`src/hw/rtl/imm_pkg.sv`:
```
// Shared types, widths and codes for the int8 matrix multiply block.
// No dependencies; compiled first.
`default_nettype none

package imm_pkg;

    // Default storage bounds
    localparam int MAX_ROWS_DEF  = 16;
    localparam int MAX_DEPTH_DEF = 64;
    localparam int MAX_COLS_DEF  = 16;

    // Field widths
    localparam int OP_W    = 2;
    localparam int IDX_W   = 4;
    localparam int INNER_W = 6;
    localparam int ELEM_W  = 8;
    localparam int SUM_W   = 22;
    localparam int PROD_W  = 2 * ELEM_W;

    // Config register widths and port
    localparam int DEPTH_W    = 7;
    localparam int ROWS_W     = 5;
    localparam int COLS_W     = 5;
    localparam int CFG_IDX_W  = 2;
    localparam int CFG_DATA_W = 7;

    // Config register indexes
    localparam logic [CFG_IDX_W-1:0] CFG_DEPTH = 2'd0;
    localparam logic [CFG_IDX_W-1:0] CFG_ROWS  = 2'd1;
    localparam logic [CFG_IDX_W-1:0] CFG_COLS  = 2'd2;

    // Config reset values
    localparam logic [DEPTH_W-1:0] DEPTH_RST = 7'd64;
    localparam logic [ROWS_W-1:0]  ROWS_RST  = 5'd16;
    localparam logic [COLS_W-1:0]  COLS_RST  = 5'd16;

    // Operation codes
    localparam logic [OP_W-1:0] OP_WRITE_A = 2'd0;
    localparam logic [OP_W-1:0] OP_WRITE_B = 2'd1;
    localparam logic [OP_W-1:0] OP_COMPUTE = 2'd2;

    // Result status codes
    localparam logic STATUS_OK  = 1'b0;
    localparam logic STATUS_ERR = 1'b1;

    // Controller -> datapath
    typedef struct packed {
        logic               wr_a;      // store element into A
        logic               wr_b;      // store element into B
        logic               start;     // latch row/col bases, clear accumulator
        logic               issue;     // read pair k
        logic [DEPTH_W-1:0] k;
        logic               load_out;  // load result register
        logic               sum_sel;   // 1: accumulator, 0: zero
    } t_dp_cmd;

    // Datapath -> controller
    typedef struct packed {
        logic busy;                    // MAC pipeline still holds pairs
    } t_dp_stat;

endpackage

`default_nettype wire

```
`src/hw/rtl/imm_ctrl.sv`:
```
// Controller: config registers, range checks, compute sequencer, result valid/status.
// Depends on imm_pkg; commands imm_datapath.
`default_nettype none

module imm_ctrl #(
    parameter int MAX_ROWS  = imm_pkg::MAX_ROWS_DEF,
    parameter int MAX_DEPTH = imm_pkg::MAX_DEPTH_DEF,
    parameter int MAX_COLS  = imm_pkg::MAX_COLS_DEF
) (
    input  wire                                i_clk,
    input  wire                                i_rst_n,
    input  wire                                i_item_valid,
    output logic                               o_item_ready,
    input  wire [imm_pkg::OP_W-1:0]            i_op,
    input  wire [imm_pkg::IDX_W-1:0]           i_row_index,
    input  wire [imm_pkg::IDX_W-1:0]           i_col_index,
    input  wire [imm_pkg::INNER_W-1:0]         i_inner_index,
    output logic                               o_res_valid,
    input  wire                                i_res_ready,
    output logic                               o_status,
    input  wire                                i_cfg_valid,
    output logic                               o_cfg_ready,
    input  wire [imm_pkg::CFG_IDX_W-1:0]       i_cfg_index,
    input  wire [imm_pkg::CFG_DATA_W-1:0]      i_cfg_data,
    output imm_pkg::t_dp_cmd                   o_cmd,
    input  wire imm_pkg::t_dp_stat             i_stat
);

    localparam logic [1:0] S_IDLE  = 2'd0;
    localparam logic [1:0] S_RUN   = 2'd1;
    localparam logic [1:0] S_DRAIN = 2'd2;

    localparam int DW = imm_pkg::DEPTH_W;
    localparam int RW = imm_pkg::ROWS_W;
    localparam int CW = imm_pkg::COLS_W;

    logic [1:0]    r_state, n_state;
    logic [DW-1:0] r_k, n_k;
    logic [DW-1:0] r_depth;
    logic [RW-1:0] r_rows;
    logic [CW-1:0] r_cols;
    logic          r_res_valid, n_res_valid;
    logic          r_status, n_status;

    logic [DW-1:0] kk;
    logic [RW-1:0] mm;
    logic [CW-1:0] nn;
    logic          accept;
    logic          row_ok, col_ok, inner_ok;

    // Sizes above the storage bound act as the bound
    assign kk = (int'(r_depth) > MAX_DEPTH) ? DW'(MAX_DEPTH) : r_depth;
    assign mm = (int'(r_rows)  > MAX_ROWS)  ? RW'(MAX_ROWS)  : r_rows;
    assign nn = (int'(r_cols)  > MAX_COLS)  ? CW'(MAX_COLS)  : r_cols;

    assign row_ok   = RW'(i_row_index) < mm;
    assign col_ok   = CW'(i_col_index) < nn;
    assign inner_ok = DW'(i_inner_index) < kk;

    assign o_item_ready = (r_state == S_IDLE) && (!r_res_valid || i_res_ready);
    assign accept       = i_item_valid && o_item_ready;
    // Sizes hold still while a compute walks them
    assign o_cfg_ready  = (r_state == S_IDLE);

    always_comb begin
        n_state     = r_state;
        n_k         = r_k;
        n_res_valid = r_res_valid && !i_res_ready;
        n_status    = r_status;
        o_cmd       = '0;
        o_cmd.k     = r_k;
        case (r_state)
            S_IDLE: begin
                if (accept) begin
                    case (i_op)
                        imm_pkg::OP_WRITE_A: begin
                            o_cmd.wr_a     = row_ok && inner_ok;
                            o_cmd.load_out = 1'b1;
                            n_res_valid    = 1'b1;
                            n_status       = (row_ok && inner_ok) ? imm_pkg::STATUS_OK
                                                                  : imm_pkg::STATUS_ERR;
                        end
                        imm_pkg::OP_WRITE_B: begin
                            o_cmd.wr_b     = col_ok && inner_ok;
                            o_cmd.load_out = 1'b1;
                            n_res_valid    = 1'b1;
                            n_status       = (col_ok && inner_ok) ? imm_pkg::STATUS_OK
                                                                  : imm_pkg::STATUS_ERR;
                        end
                        imm_pkg::OP_COMPUTE: begin
                            if (row_ok && col_ok) begin
                                o_cmd.start = 1'b1;
                                n_k         = '0;
                                n_state     = S_RUN;
                            end else begin
                                o_cmd.load_out = 1'b1;
                                n_res_valid    = 1'b1;
                                n_status       = imm_pkg::STATUS_ERR;
                            end
                        end
                        default: begin
                            o_cmd.load_out = 1'b1;
                            n_res_valid    = 1'b1;
                            n_status       = imm_pkg::STATUS_ERR;
                        end
                    endcase
                end
            end
            S_RUN: begin
                if (r_k != kk) begin
                    o_cmd.issue = 1'b1;
                    n_k         = r_k + 1'b1;
                end else begin
                    n_state = S_DRAIN;
                end
            end
            S_DRAIN: begin
                if (!i_stat.busy) begin
                    o_cmd.load_out = 1'b1;
                    o_cmd.sum_sel  = 1'b1;
                    n_res_valid    = 1'b1;
                    n_status       = imm_pkg::STATUS_OK;
                    n_state        = S_IDLE;
                end
            end
            default: begin
                n_state = S_IDLE;
            end
        endcase
    end

    always_ff @(posedge i_clk) begin
        if (!i_rst_n) begin
            r_state     <= S_IDLE;
            r_k         <= '0;
            r_res_valid <= 1'b0;
            r_status    <= imm_pkg::STATUS_OK;
            r_depth     <= imm_pkg::DEPTH_RST;
            r_rows      <= imm_pkg::ROWS_RST;
            r_cols      <= imm_pkg::COLS_RST;
        end else begin
            r_state     <= n_state;
            r_k         <= n_k;
            r_res_valid <= n_res_valid;
            r_status    <= n_status;
            if (i_cfg_valid && o_cfg_ready) begin
                case (i_cfg_index)
                    imm_pkg::CFG_DEPTH: r_depth <= DW'(i_cfg_data);
                    imm_pkg::CFG_ROWS:  r_rows  <= RW'(i_cfg_data);
                    imm_pkg::CFG_COLS:  r_cols  <= CW'(i_cfg_data);
                    default: ;
                endcase
            end
        end
    end

    assign o_res_valid = r_res_valid;
    assign o_status    = r_status;

    // No new item while a compute is in flight
    a_busy_blocks: assert property (@(posedge i_clk) disable iff (!i_rst_n)
        (r_state != S_IDLE) |-> !o_item_ready)
        else $error("item taken while compute in flight");

    // Reads stay inside the configured depth
    a_issue_range: assert property (@(posedge i_clk) disable iff (!i_rst_n)
        o_cmd.issue |-> (r_k < kk))
        else $error("read issued past depth");

    // Finished compute presents an ok result next cycle
    a_done_result: assert property (@(posedge i_clk) disable iff (!i_rst_n)
        (r_state == S_DRAIN && !i_stat.busy) |=> (r_res_valid && r_status == imm_pkg::STATUS_OK))
        else $error("compute finished without result");

    // Result register is empty whenever a compute begins
    a_start_free: assert property (@(posedge i_clk) disable iff (!i_rst_n)
        o_cmd.start |=> !r_res_valid)
        else $error("compute started over pending result");

endmodule

`default_nettype wire

```
`config.mk`:
```
export PLATFORM = sky130hd
export DESIGN_NAME = imm_ctrl
export DESIGN_NICKNAME = d
export VERILOG_FILES = /design/src/hw/rtl/imm_pkg.sv /design/src/hw/rtl/imm_ctrl.sv
export SDC_FILE = /design/constraint.sdc
export NUM_CORES = 1
export LEC_CHECK = 0
export ABC_AREA = 1
export BUFFER_PORTS_ARGS = -buffer_cell sky130_fd_sc_hd__clkbuf_2
export CAP_MARGIN = 20
export CORE_ASPECT_RATIO = 1.2
export CORE_UTILIZATION = 35
export CTS_CLUSTER_DIAMETER = 120
export DETAILED_ROUTE_END_ITERATION = 8
export SLEW_MARGIN = 20
export SYNTH_ARGS = -nofsm -noshare
export SYNTH_HDL_FRONTEND = slang
export SYNTH_SLANG_ARGS = --single-unit
```
`constraint.sdc`:
```
create_clock -name i_clk -period 2.9 [get_ports i_clk]
set_input_delay 0.29 -clock i_clk [delete_from_list [all_inputs] [get_ports i_clk]]
set_output_delay 0.29 -clock i_clk [all_outputs]
set_load 0.02 [all_outputs]
```
==> results.md <==
* Status: finished, final reports clean
* Antenna Violating Nets Remaining at 0
* Setup Crit Path Kind: reg -> out
* Power density over the cells at a little under 400 mW/mm^2
* Dpl cells at 381
* Reg2Reg Setup Slack at a little over 0.6 ns
* Post-layout net count at 369
* Congestion Overflow GR at 0
* Vias in the first global route at roughly 1.6k
* Post-route DRC at 0
* Commonest cells after routing, fill and taps aside: nand2_1, nor2_1, clkbuf_2
* Syn. warnings at 0
* Main synth FF type: dfxtp_1
* Placed cell area at 0.00209 mm^2
* HP Class: in -> reg
* Hold-fix buffers, CTS at 0
* Post-Synthesis Cells at 278
* Seq cells post-synth at 28
* CP top delay family: simple AND/OR/NAND/NOR gates
* Register area share after synthesis at 31.0%
* Setup bufs post-CTS at 0
* R2R cell count at 12
* Final period utilization at 92.5%
* CP bufs+invs at 2
* Crit path depth at 11
* CP required at roughly 2.6 ns
* TNS Setup at 0 ns
* Share of layout cells above drive strength 1 at 21.0%
* Chip width at 67.6 um
* Core Region at approximately 0.0049 mm^2
* Synthesized area at approximately 0.0018 mm^2
* CP arrival at 2.39 ns
* Clock H-tree levels at 1
* Global Route Usage Sum at 16.4%
* Clk slew on worst S/H paths at 0.10 ns
* Layout Utilization at 43.3%
* Initial antenna violation count at 0
* Max cap viols at 0
* Number of port buffers at 47
* Total power at a little over 0.8 mW
* Clk buf depth at 2
* Number of vias per cell at 4.68
* Row Count at 28
* Syn Nets at 321
* Most common cell after layout, fill and taps aside: nand2_1
* Slew HR at 68.6%
* I/O pins at 48
* Die Ht at 80.7 um
* TritonCTS clock tree: built
* Worst Setup SP: r_cols[0]
* Multi-input gate area at 0.00108 mm^2
* Max-slew violations at 0
* RePlAce Congestion at 0.764
* Tmin final at 2.68 ns
* Post-route insts no fill at roughly 380
* Critical path endpoint: o_cmd[11]
* Cell Chain, Critical Path: o41ai_2 -> nand2_1 -> ha_1 -> inv_1 -> nor2_1 -> nand2_1 -> nand2_1 -> nor2_1 -> nand2_1 -> nor3_1 -> clkbuf_2
* Pre-CTS WS at between 0.4 and 0.5 ns
* Largest net degree at the start of global routing at 19
* Post-DP HPWL at approximately 3300 um
* Mapped Avg Cell Area at 6.49 um^2
* Worst r2r src: r_cols[0]
* Max frequency at 0.373 GHz
* DRT Wirelength at between 4000 and 5000 um
* Wire per inst at between 10 and 15 um
* Final hold viol count at 0
* CP max stage cell: o41ai_2
* Worst hold slack at 0.229 ns
* Clk_lat worst skew at around 0.27 ns
* Leak at 1.09 nW
* Pre-antenna DRT Iters at 4
* Antenna diodes at 0
* Startpoint types: flop
* Worst Skew at around 0.005 ns
* Cell mode on critical path: nand2_1
* Crit-path max FO at 3
* Asr flop ratio synth at 0%
* DIE AREA at around 0.0055 mm^2
* CP endpoint kind: output pin
* Final Cell Area at 0.00214 mm^2
* Final Setup Violations at 0
* Register Area at 561 um^2
* CTS buffer count at 3
* Critical path's largest stage delay at 0.44 ns
* Routed vias at about 1.8k
* First-pass GRT wire length at 6820 um
* Area growth syn-to-layout at 18.5%
* Clock root buffer master: clkbuf_8
* Final WS setup at 0.217 ns
* Layout fillers at 556
* Initial drt markers at 64
* EDFF count, synth at 0
* Starting density of the core at a little over a third
* IR Drop Worst-Case VDD at between 200 and 250 uV
* Slew at the pin with the worst max-slew slack at 0.465 ns
* FF-to-FF End: r_k[6]
* Synth cell types at 27
* CTS sink count at 28
* RSZ-0062 raised after global routing: false
synth_stat cells, drive strengths merged, types with 2 or more instances:
cell type  count  area (um^2)
a21oi         12         60.1
buf            3         30.0
clkbuf         2         7.51
dfxtp         28          561
ha            12          150
inv           37          139
nand2         70          290
nand3         20          110
nor2          56          210
nor3           7         50.1
nor3b          2         20.0
o211ai         2         15.0
o21ai         17         85.1
o41ai          2         17.5
xor2           3         26.3
routing by layer:
metal	GRT usage, %	up-vias	part of all wire (%)
met5	0	-	0
met4	2.55	0	0.48
met3	3.55	2	3.9
met2	30.8	31	52
met1	18.4	788	44
li1	-	975	-
worst reg2reg max path, cell delays in order, from the launching register on:
cell and delay, ns:
dfxtp_1 0.35, o41ai_2 0.44, nand2_1 0.11, ha_1 0.31
inv_1 0.06, nor2_1 0.03, nand2_1 0.06, nand2_1 0.04
nor2_1 0.21, nand3_2 0.21, nand2_2 0.20, nand2_1 0.06
a21oi_1 0.13
repair_timing:
item,4_1_cts,5_1_grt
gates resized for setup,0,2
hold endpoints to repair,0,0
endpoints found under the setup margin,0,2
cell families after synthesis:
family                     Yosys count  synth area share [%]
and+or+nand+nor                    156                  38.0
adders and majority gates           12                  8.32
buffers and inverters               43                  9.98
AOI/OAI and AO/OA                   35                  10.7
xor gates and xnor gates             4                  1.94
DFF                                 28                  31.0
where the power goes:
part | total [mW] | internal, mW | switching [mW]
Sequential | 0.424 | 0.405 | 0.0194
Clock | 0.212 | 0.0933 | 0.119
Combinational | 0.188 | 0.0715 | 0.117
how the worst min path moves through the flow:
stage | start | to | slack [ns] | cells past startpoint
global route | i_cfg_data[6] | r_depth[6] | 0.24 | 3
floorplan | i_cfg_data[6] | r_depth[6] | 0.42 | 2
global placement | o_status | o_status | 0.48 | 2
finish | i_cfg_data[6] | r_depth[6] | 0.23 | 3
detailed placement | o_status | o_status | 0.48 | 2
CTS | i_cfg_data[6] | r_depth[6] | 0.23 | 3
flip-flops by register name, summed over array words and instances, names as in the netlist:
register     count
o_status         1
r_state          2
r_cols           5
r_rows           5
r_k              7
r_depth          7
o_res_valid      1
layout make-up:
type / count / share of cell area [%]
tap: 60 / 3.51
multi-input combinational: 207 / 50.4
sequential: 28 / 26.2
inverter: 38 / 6.67
clock buffer: 3 / 1.93
timing repair buffer: 48 / 11.3
Power figures use the tool's default switching activity.
